$ cat src/rtl/source_text_tokenizer_macros.svh
// Assertion macros shared by the tokenizer RTL.
`ifndef SOURCE_TEXT_TOKENIZER_MACROS_SVH
`define SOURCE_TEXT_TOKENIZER_MACROS_SVH
`ifndef SYNTHESIS
// The consequent must hold in the same cycle as the antecedent.
`define STT_ASSERT_SAME(label, clk, rst_n, ante, cons, msg) \
	label: assert property (@(posedge clk) disable iff (!rst_n) (ante) |-> (cons)) \
		else $error(msg);
// The consequent must hold in the cycle after the antecedent.
`define STT_ASSERT_NEXT(label, clk, rst_n, ante, cons, msg) \
	label: assert property (@(posedge clk) disable iff (!rst_n) (ante) |=> (cons)) \
		else $error(msg);
`else
`define STT_ASSERT_SAME(label, clk, rst_n, ante, cons, msg)
`define STT_ASSERT_NEXT(label, clk, rst_n, ante, cons, msg)
`endif
`endif

$ cat src/rtl/stt_pkg.sv
// Types, token codes and character helpers for the source text tokenizer.
package stt_pkg;

	// Token kinds as carried on the result channel.
	localparam logic [4:0] K_LPAREN  = 5'd0;
	localparam logic [4:0] K_RPAREN  = 5'd1;
	localparam logic [4:0] K_PLUS    = 5'd2;
	localparam logic [4:0] K_MINUS   = 5'd3;
	localparam logic [4:0] K_STAR    = 5'd4;
	localparam logic [4:0] K_SLASH   = 5'd5;
	localparam logic [4:0] K_ASSIGN  = 5'd6;
	localparam logic [4:0] K_COMMA   = 5'd7;
	localparam logic [4:0] K_EQ      = 5'd8;
	localparam logic [4:0] K_NE      = 5'd9;
	localparam logic [4:0] K_LT      = 5'd10;
	localparam logic [4:0] K_LE      = 5'd11;
	localparam logic [4:0] K_GT      = 5'd12;
	localparam logic [4:0] K_GE      = 5'd13;
	localparam logic [4:0] K_IF      = 5'd14;
	localparam logic [4:0] K_ELSE    = 5'd15;
	localparam logic [4:0] K_END     = 5'd16;
	localparam logic [4:0] K_PRINT   = 5'd17;
	localparam logic [4:0] K_IDENT   = 5'd18;
	localparam logic [4:0] K_NUMBER  = 5'd19;
	localparam logic [4:0] K_STRING  = 5'd20;
	localparam logic [4:0] K_EOF     = 5'd21;
	localparam logic [4:0] K_UNTERM  = 5'd22;
	localparam logic [4:0] K_BAD     = 5'd23;

	// Keyword slots in the candidate mask.
	localparam logic [1:0] KW_IF    = 2'd0;
	localparam logic [1:0] KW_ELSE  = 2'd1;
	localparam logic [1:0] KW_END   = 2'd2;
	localparam logic [1:0] KW_PRINT = 2'd3;

	// Identifier length counter saturates here.
	localparam logic [2:0] IDENT_LEN_MAX = 3'd6;

	// Largest number value.
	localparam logic [30:0] NUM_MAX = 31'h7FFF_FFFF;

	// Scanner modes.
	typedef enum logic [5:0] {
		MODE_IDLE   = 6'b000001,
		MODE_IDENT  = 6'b000010,
		MODE_NUMBER = 6'b000100,
		MODE_STRING = 6'b001000,
		MODE_SYMBOL = 6'b010000,
		MODE_ERROR  = 6'b100000
	} mode_t;

	// One result word.
	typedef struct packed {
		logic        is_token;
		logic [7:0]  text_byte;
		logic [4:0]  token_kind;
		logic [30:0] number_value;
		logic        last;
	} result_t;

	function automatic logic is_space(input logic [7:0] c);
		return (c >= 8'd9 && c <= 8'd13) || c == " ";
	endfunction

	function automatic logic is_letter(input logic [7:0] c);
		return (c >= "a" && c <= "z") || (c >= "A" && c <= "Z") || c == "_";
	endfunction

	function automatic logic is_digit(input logic [7:0] c);
		return c >= "0" && c <= "9";
	endfunction

	// Kind of a one-character symbol, or K_BAD.
	function automatic logic [4:0] single_kind(input logic [7:0] c);
		logic [4:0] k;
		unique case (c)
			"(": k = K_LPAREN;
			")": k = K_RPAREN;
			"+": k = K_PLUS;
			"-": k = K_MINUS;
			"*": k = K_STAR;
			"/": k = K_SLASH;
			"=": k = K_ASSIGN;
			",": k = K_COMMA;
			"<": k = K_LT;
			">": k = K_GT;
			default: k = K_BAD;
		endcase
		return k;
	endfunction

	// Kind of a two-character operator, or K_BAD.
	function automatic logic [4:0] pair_kind(input logic [7:0] a, input logic [7:0] b);
		logic [4:0] k;
		k = K_BAD;
		if (b == "=") begin
			unique case (a)
				"=": k = K_EQ;
				"!": k = K_NE;
				"<": k = K_LE;
				">": k = K_GE;
				default: k = K_BAD;
			endcase
		end
		return k;
	endfunction

	function automatic logic [2:0] kw_len(input logic [1:0] k);
		logic [2:0] l;
		unique case (k)
			KW_IF:    l = 3'd2;
			KW_ELSE:  l = 3'd4;
			KW_END:   l = 3'd3;
			KW_PRINT: l = 3'd5;
			default:  l = 3'd0;
		endcase
		return l;
	endfunction

	// Character of a keyword at a position; zero past its end.
	function automatic logic [7:0] kw_char(input logic [1:0] k, input logic [2:0] pos);
		logic [7:0] ch;
		unique case ({k, pos})
			{KW_IF, 3'd0}:    ch = "i";
			{KW_IF, 3'd1}:    ch = "f";
			{KW_ELSE, 3'd0}:  ch = "e";
			{KW_ELSE, 3'd1}:  ch = "l";
			{KW_ELSE, 3'd2}:  ch = "s";
			{KW_ELSE, 3'd3}:  ch = "e";
			{KW_END, 3'd0}:   ch = "e";
			{KW_END, 3'd1}:   ch = "n";
			{KW_END, 3'd2}:   ch = "d";
			{KW_PRINT, 3'd0}: ch = "p";
			{KW_PRINT, 3'd1}: ch = "r";
			{KW_PRINT, 3'd2}: ch = "i";
			{KW_PRINT, 3'd3}: ch = "n";
			{KW_PRINT, 3'd4}: ch = "t";
			default:          ch = 8'd0;
		endcase
		return ch;
	endfunction

	// Does keyword k still match when byte c lands at position pos?
	function automatic logic kw_hit(input logic [1:0] k, input logic [2:0] pos,
			input logic [7:0] c);
		return (pos < kw_len(k)) && (kw_char(k, pos) == c);
	endfunction

	// Candidate mask after one more identifier byte.
	function automatic logic [3:0] cand_next(input logic [3:0] cand, input logic [2:0] len,
			input logic [7:0] c);
		logic [3:0] keep;
		keep[KW_IF]    = cand[KW_IF]    && kw_hit(KW_IF, len, c);
		keep[KW_ELSE]  = cand[KW_ELSE]  && kw_hit(KW_ELSE, len, c);
		keep[KW_END]   = cand[KW_END]   && kw_hit(KW_END, len, c);
		keep[KW_PRINT] = cand[KW_PRINT] && kw_hit(KW_PRINT, len, c);
		return keep;
	endfunction

	// Token kind of a finished identifier.
	function automatic logic [4:0] ident_kind(input logic [3:0] cand, input logic [2:0] len);
		logic [4:0] k;
		priority if (cand[KW_PRINT] && len == kw_len(KW_PRINT)) k = K_PRINT;
		else if (cand[KW_END] && len == kw_len(KW_END)) k = K_END;
		else if (cand[KW_ELSE] && len == kw_len(KW_ELSE)) k = K_ELSE;
		else if (cand[KW_IF] && len == kw_len(KW_IF)) k = K_IF;
		else k = K_IDENT;
		return k;
	endfunction

	function automatic result_t mk_text(input logic [7:0] c);
		result_t r;
		r = '0;
		r.text_byte = c;
		return r;
	endfunction

	function automatic result_t mk_tok(input logic [4:0] kind, input logic [30:0] value);
		result_t r;
		r = '0;
		r.is_token = 1'b1;
		r.token_kind = kind;
		r.number_value = value;
		return r;
	endfunction

endpackage

$ cat src/rtl/source_text_tokenizer.sv
// Streaming source text tokenizer: source bytes in, text words and tokens out.
//
//  channel  | dir | tdata                          | tuser        | tlast
//  s_axis   | in  | char_in[7:0]                   | end_of_input | unused
//  m_axis   | out | text_byte, token_kind, number  | is_token     | last
//
// Each input word is scanned in the cycle it is accepted and its results (at most three
// are kept) land in a three-entry result register that drains one word per cycle while
// m_axis is ready. A word that yields at most one result is taken every cycle; a word that
// yields more holds the input side while the register drains down to its last word.
// Reset clears the scanner to idle and empties the result register.
// Backpressure on m_axis stalls input whenever the result register holds a word
// that does not leave in the same cycle.
`include "source_text_tokenizer_macros.svh"

module source_text_tokenizer (
	input  logic        clk,
	input  logic        arst_n,
	input  logic        s_axis_tvalid,
	output logic        s_axis_tready,
	input  logic [7:0]  s_axis_tdata,  // [7:0] char_in
	input  logic        s_axis_tuser,  // [0] end_of_input
	output logic        m_axis_tvalid,
	input  logic        m_axis_tready,
	output logic [47:0] m_axis_tdata,  // [7:0] text_byte, [12:8] token_kind,
	                                   // [43:13] number_value, [47:44] zero
	output logic        m_axis_tuser,  // [0] is_token
	output logic        m_axis_tlast   // last result of an input word
);
	import stt_pkg::*;

	// Scanner state.
	mode_t       mode_q, mode_d;
	logic [30:0] acc_q, acc_d;
	logic [3:0]  cand_q, cand_d;
	logic [2:0]  len_q, len_d;
	logic [7:0]  pend_q, pend_d;

	// Result register.
	result_t     res_q [3];
	logic [1:0]  cnt_q;

	// Scan outputs.
	result_t     res_d [4];
	result_t     ld [3];
	logic [2:0]  n_push;
	logic [1:0]  cnt_new;
	logic        do_idle;
	logic [7:0]  c;
	logic        eoi;
	logic [34:0] acc_mul;
	logic [4:0]  kind_p;
	logic [4:0]  kind_pair;
	logic        in_acc;
	logic        out_acc;

	assign c = s_axis_tdata;
	assign eoi = s_axis_tuser;
	assign in_acc = s_axis_tvalid && s_axis_tready;
	assign out_acc = m_axis_tvalid && m_axis_tready;

	// Accumulator times ten plus the digit.
	assign acc_mul = {1'b0, acc_q, 3'b000} + {3'b000, acc_q, 1'b0} + {31'd0, c[3:0]};
	assign kind_p = single_kind(pend_q);
	assign kind_pair = pair_kind(pend_q, c);

	// Scan one word: next state and the list of results it causes.
	always_comb begin
		mode_d = mode_q;
		acc_d = acc_q;
		cand_d = cand_q;
		len_d = len_q;
		pend_d = pend_q;
		res_d = '{default: '0};
		n_push = 3'd0;
		do_idle = 1'b0;
		unique case (mode_q)
			MODE_IDLE: begin
				if (eoi) begin
					res_d[n_push[1:0]] = mk_tok(K_EOF, '0);
					n_push = n_push + 3'd1;
				end else begin
					do_idle = 1'b1;
				end
			end
			MODE_IDENT: begin
				if (!eoi && (is_letter(c) || is_digit(c))) begin
					cand_d = cand_next(cand_q, len_q, c);
					len_d = (len_q < IDENT_LEN_MAX) ? len_q + 3'd1 : len_q;
					res_d[n_push[1:0]] = mk_text(c);
					n_push = n_push + 3'd1;
				end else begin
					res_d[n_push[1:0]] = mk_tok(ident_kind(cand_q, len_q), '0);
					n_push = n_push + 3'd1;
					cand_d = '0;
					len_d = '0;
					mode_d = MODE_IDLE;
					if (eoi) begin
						res_d[n_push[1:0]] = mk_tok(K_EOF, '0);
						n_push = n_push + 3'd1;
					end else begin
						do_idle = 1'b1;
					end
				end
			end
			MODE_NUMBER: begin
				if (!eoi && is_digit(c)) begin
					acc_d = (acc_mul > {4'd0, NUM_MAX}) ? NUM_MAX : acc_mul[30:0];
				end else begin
					res_d[n_push[1:0]] = mk_tok(K_NUMBER, acc_q);
					n_push = n_push + 3'd1;
					acc_d = '0;
					mode_d = MODE_IDLE;
					if (eoi) begin
						res_d[n_push[1:0]] = mk_tok(K_EOF, '0);
						n_push = n_push + 3'd1;
					end else begin
						do_idle = 1'b1;
					end
				end
			end
			MODE_STRING: begin
				if (eoi || c == 8'h0A) begin
					res_d[n_push[1:0]] = mk_tok(K_UNTERM, '0);
					n_push = n_push + 3'd1;
					mode_d = MODE_ERROR;
				end else if (c == "\"") begin
					res_d[n_push[1:0]] = mk_tok(K_STRING, '0);
					n_push = n_push + 3'd1;
					mode_d = MODE_IDLE;
				end else begin
					res_d[n_push[1:0]] = mk_text(c);
					n_push = n_push + 3'd1;
				end
			end
			MODE_SYMBOL: begin
				pend_d = '0;
				res_d[n_push[1:0]] = mk_text(pend_q);
				n_push = n_push + 3'd1;
				if (!eoi && kind_pair != K_BAD) begin
					// Two-character operator.
					res_d[n_push[1:0]] = mk_text(c);
					n_push = n_push + 3'd1;
					res_d[n_push[1:0]] = mk_tok(kind_pair, '0);
					n_push = n_push + 3'd1;
					mode_d = MODE_IDLE;
				end else begin
					// The held byte stands alone; a lone bang is an error.
					res_d[n_push[1:0]] = mk_tok(kind_p, '0);
					n_push = n_push + 3'd1;
					if (kind_p == K_BAD) begin
						mode_d = MODE_ERROR;
					end else begin
						mode_d = MODE_IDLE;
						if (eoi) begin
							res_d[n_push[1:0]] = mk_tok(K_EOF, '0);
							n_push = n_push + 3'd1;
						end else begin
							do_idle = 1'b1;
						end
					end
				end
			end
			MODE_ERROR: begin
				mode_d = MODE_ERROR;
			end
			default: begin
				mode_d = MODE_ERROR;
			end
		endcase

		// The byte starts a new token, or is skipped as white space.
		if (do_idle) begin
			priority if (is_space(c)) begin
				mode_d = MODE_IDLE;
			end else if (is_letter(c)) begin
				mode_d = MODE_IDENT;
				cand_d = cand_next(4'hF, 3'd0, c);
				len_d = 3'd1;
				res_d[n_push[1:0]] = mk_text(c);
				n_push = n_push + 3'd1;
			end else if (is_digit(c)) begin
				mode_d = MODE_NUMBER;
				acc_d = {27'd0, c[3:0]};
			end else if (c == "\"") begin
				mode_d = MODE_STRING;
			end else if (c == "<" || c == ">" || c == "=" || c == "!") begin
				mode_d = MODE_SYMBOL;
				pend_d = c;
			end else begin
				res_d[n_push[1:0]] = mk_text(c);
				n_push = n_push + 3'd1;
				res_d[n_push[1:0]] = mk_tok(single_kind(c), '0);
				n_push = n_push + 3'd1;
				mode_d = (single_kind(c) == K_BAD) ? MODE_ERROR : MODE_IDLE;
			end
		end
	end

	// At most three results are kept; mark the final one.
	always_comb begin
		cnt_new = (n_push > 3'd3) ? 2'd3 : n_push[1:0];
		ld[0] = res_d[0];
		ld[1] = res_d[1];
		ld[2] = res_d[2];
		ld[0].last = (cnt_new == 2'd1);
		ld[1].last = (cnt_new == 2'd2);
		ld[2].last = (cnt_new == 2'd3);
	end

	// Input is taken when the result register is empty or drains its last word now.
	assign s_axis_tready = (cnt_q == 2'd0) || (cnt_q == 2'd1 && m_axis_tready);

	// Scanner state and result count.
	always_ff @(posedge clk or negedge arst_n) begin
		if (!arst_n) begin
			mode_q <= MODE_IDLE;
			acc_q <= '0;
			cand_q <= '0;
			len_q <= '0;
			pend_q <= '0;
			cnt_q <= '0;
		end else begin
			if (in_acc) begin
				mode_q <= mode_d;
				acc_q <= acc_d;
				cand_q <= cand_d;
				len_q <= len_d;
				pend_q <= pend_d;
				cnt_q <= cnt_new;
			end else if (out_acc) begin
				cnt_q <= cnt_q - 2'd1;
			end
		end
	end

	// Result words: load on accept, shift down as each one leaves.
	always_ff @(posedge clk) begin
		if (in_acc) begin
			res_q[0] <= ld[0];
			res_q[1] <= ld[1];
			res_q[2] <= ld[2];
		end else if (out_acc) begin
			res_q[0] <= res_q[1];
			res_q[1] <= res_q[2];
		end
	end

	// Output word.
	assign m_axis_tvalid = (cnt_q != 2'd0);
	assign m_axis_tdata = {4'd0, res_q[0].number_value, res_q[0].token_kind,
		res_q[0].text_byte};
	assign m_axis_tuser = res_q[0].is_token;
	assign m_axis_tlast = res_q[0].last;

	// The last flag rides only on the final buffered word.
	`STT_ASSERT_SAME(a_last_final, clk, arst_n, m_axis_tvalid && m_axis_tlast, cnt_q == 2'd1, "last flag on a word that is not the final one")
	// Error mode is left only through reset.
	`STT_ASSERT_NEXT(a_error_sticky, clk, arst_n, mode_q == MODE_ERROR, mode_q == MODE_ERROR, "scanner left error mode")
	// A word taken in error mode produces nothing.
	`STT_ASSERT_NEXT(a_error_silent, clk, arst_n, in_acc && mode_q == MODE_ERROR, cnt_q == 2'd0, "result produced in error mode")

endmodule
$ cat config.mk
export PLATFORM = sky130hd
export DESIGN_NAME = source_text_tokenizer
export DESIGN_NICKNAME = d
export VERILOG_FILES = /design/src/rtl/stt_pkg.sv /design/src/rtl/source_text_tokenizer.sv
export VERILOG_INCLUDE_DIRS = /design/src /design/src/rtl
export SDC_FILE = /design/constraint.sdc
export NUM_CORES = 1
export LEC_CHECK = 0
export BUFFER_PORTS_ARGS = -buffer_cell sky130_fd_sc_hd__buf_2
export CAP_MARGIN = 20
export CORE_MARGIN = 2
export CORE_UTILIZATION = 50
export DETAILED_ROUTE_END_ITERATION = 10
export PLACE_DENSITY = 0.78
export REMOVE_ABC_BUFFERS = 1
export SYNTH_ARGS = -nofsm -noshare
export SYNTH_HDL_FRONTEND = slang
export SYNTH_SLANG_ARGS = --single-unit
$ cat constraint.sdc
create_clock -name clk -period 4.6 [get_ports clk]
set_clock_uncertainty 0.1 [all_clocks]
set_input_delay 0.69 -clock clk [delete_from_list [all_inputs] [get_ports clk]]
set_output_delay 0.69 -clock clk [all_outputs]
set_load 0.05 [all_outputs]
==> reports/metrics.yaml <==
drt:
  dr.pass1.iters: 8
  routedWlPerCell_um: 19.8
  drt-vias-per-instance: 6.39
  antenna_left: 0
  wl_um: 26700
  dr.first_iter.drc_count: 761
  vias: 8616
  remaining_drc_errors: 0
critical_path:
  crit_slowest_cell: "or3b_1"
  setup.worst_path.start_class: "register"
  worstPathArrival_ns: 4.16
  critPathMaxStageDelay_ns: 0.62
  crit_type: "register to register"
  cp.required_ns: 4.69
  end_kind: "register"
  crit_fanout: 10
  critPathMostFrequentCell: "nor2_1"
  regToRegSetupSlack_ns: 0.53
  critPathTopFamily: "simple AND/OR/NAND/NOR gates"
  worstPathCellList: "or4_4, or3b_1, nand2_1, and2_1, nor2_1, inv_1, ha_1, a21oi_1, nor3_2, nor2_1, a22o_1, a21o_1"
  path_buf_inv: 1
clocking:
  htree_num_levels: 4
  cts_resized: 0
  clock-root-buffer: "clkbuf_16"
  cts.clk_slew.worst_paths_ns: 0.06
  clk_path_buf_depth: 2
  post_cts_buffers: 0
  cts.sinks: 130
  ctsHoldBuffers: 0
  cts_tree: "done"
  numCtsBuffers: 17
  clock_latency_ns: 0.43
final_layout:
  nNetsFinal: 1159
  finalInstanceArea_um2: 10700
  fill_cells: 1735
  insertedDiodeCount: 0
  seqCellArea_um2: 3630
  multi_input_area_um2: 5460
  drive_gt1_frac: 0.143
  syn2layout_area_growth_pct: 8.60
synth:
  ys.flop_type: "edfxtp_1"
  syn_area_per_cell_um2: 9.20
  async_reset_ff_frac: 0.415
  synth_top_cells_by_area: "edfxtp_1 (23%), dfrtp_1 (13%), ha_1 (9.4%)"
  yosysSeqAreaShare: 0.370
  yosys_warnings: 0
  synth_top_area_frac: 0.232
  netlist_area_um2: 9830
  yosysTopAreaCell: "edfxtp_1"
  ys_ff_latch: 130
  ys_types: 84
  postSynthCellCount: 1068
  synth_edf_count: 76
placement:
  dp_slack_ns: 0.285
  gp_congestion: 0.989
  dp_hpwl_um: 19400
  portBuffers: 60
  placed_area_um2: 10100
power:
  worst_ir_drop_vdd_mv: 0.217
  powerDensity_nw_per_um2: 392
  leakagePower_nw: 4.92
floorplan:
  dieArea_um2: 20800
  start_util: 0.507
  core-area_um2: 19400
  io_pins: 65
  fp.dieW_um: 144
  rows: 51
  dieHeight_um: 144
timing:
  fin_crit_ns: 4.07
  worst_pin_slew_ns: 0.800
  layout_setup_ws_ns: 0.528
  slew_headroom: 0.467
  setup_violations: 0
  fmax_mhz: 246
  rsz0062_at_grt: "no"
  post-route-period-util: 0.885
  finalHoldViolCount: 0
  slew_viol_final: 0
worst_hold_path:
  hp-class: "input port to asynchronous set/reset pin"
global_routing:
  grt_pass1_vias: 8020
  grt_pass1_wl_um: 42600
  grt_max_degree: 55
  overflow: 0
  track_usage: 0.263
  antenna_found_initial: 0
flow_run:
  cap_violations: 0
run_status:
  status: "finished clean"
final timing paths:
| path | from | end | cells after the start |
|---|---|---|---|
| worst max-delay path | mode_q[3] | res_q[0][38] | 12 |
| worst min-delay path | arst_n | len_q[2] | 2 |
| worst max register to register | mode_q[3] | res_q[0][38] | 12 |
| worst min register to register | cand_q[2] | cand_q[2] | 2 |
| max in group asynchronous | arst_n | acc_q[24] | 2 |
| min in group clk | cand_q[2] | cand_q[2] | 2 |
cells in the final DEF, fill, tap and decap left out, drive strengths merged, types with 5 or more instances in the layout:
cell,n
a2111oi,5
a211oi,9
a21o,30
a21oi,72
a221oi,9
a22o,19
a22oi,22
a31oi,29
a32oi,6
and2,44
and3,8
buf,92
clkbuf,18
clkinv,5
dfrtp,53
edfxtp,76
ha,74
inv,39
mux2,5
nand2,87
nand2b,22
nand3,45
nand3b,7
nand4,14
nor2,51
nor2b,5
nor3,29
nor3b,5
nor4,8
o211ai,9
o21a,6
o21ai,49
o22ai,9
o31ai,6
or3,7
xnor2,20
xor2,14
state kept, by name, summed over array words and instances, names as in the netlist:
register,cells
res_q,76
acc_q,31
pend_q,8
mode_q,6
cand_q,4
len_q,3
cnt_q,2
layout make-up:
cell class	instances	share of cell area
tap	265	0.0311
inverter	34	0.0120
clock buffer	18	0.0402
sequential	130	0.340
timing repair buffer	92	0.0506
multi-input combinational	795	0.511
clock inverter	14	0.0142
kinds of logic (layout without fill, tap and decap cells):
kind of cell / after synthesis / after routing / synth area share
AND/OR/NAND/NOR: 353 / 353 / 0.191
AO/OA/AOI/OAI: 321 / 321 / 0.225
buffers and inverters: 146 / 158 / 0.0776
flip-flops: 130 / 130 / 0.370
adder cells (fa/ha/maj): 76 / 76 / 0.0983
XOR/XNOR: 34 / 34 / 0.0303
multiplexers: 7 / 7 / 0.00776
other: 1 / 4 / 0.000382
where the power goes:
group          switching, mW  total, mW  internal (mW)  leakage (nW)
combinational          0.962       1.21          0.252          3.14
sequential            0.0734       1.62           1.55          1.50
clock                  0.548       1.35          0.803         0.282
synthesized netlist by cell type (all sizes together) (14+ instances only):
cell / n
nand2: 87
edfxtp: 76
ha: 74
a21oi: 72
buf: 61
dfrtp: 53
clkbuf: 51
nor2: 51
o21ai: 49
nand3: 45
and2: 44
inv: 34
a21o: 30
a31oi: 29
nor3: 29
a22oi: 22
nand2b: 22
xnor2: 20
a22o: 19
nand4: 14
xor2: 14
through the flow:
stage	util	power (mW)	setup TNS (ns)	cells	hold slack (ns)
2_1_floorplan	-	2.51	-2.58	959	0.294
3_3_place_gp	0.520	2.84	0	1316	0.385
3_5_place_dp	0.520	2.85	0	1316	0.387
4_1_cts	0.550	4.20	0	1348	0.329
5_1_grt	0.550	4.34	0	1348	0.359
6_report	0.550	4.19	0	1348	0.290
routing by layer:
layer	track usage	share of wire
met2	0.409	0.46
met3	0.0507	0.081
met5	0	0
met4	0.0920	0.025
met1	0.368	0.44
worst register-to-register path: stages, from the launching register on:
cell     delay, ns
dfrtp_1       0.47
or4_4         0.59
or3b_1        0.62
nand2_1       0.20
and2_1        0.24
nor2_1        0.15
inv_1         0.18
ha_1          0.19
a21oi_1       0.09
nor3_2        0.35
nor2_1        0.24
a22o_1        0.26
a21o_1        0.15
Power figures use the tool's default switching activity.
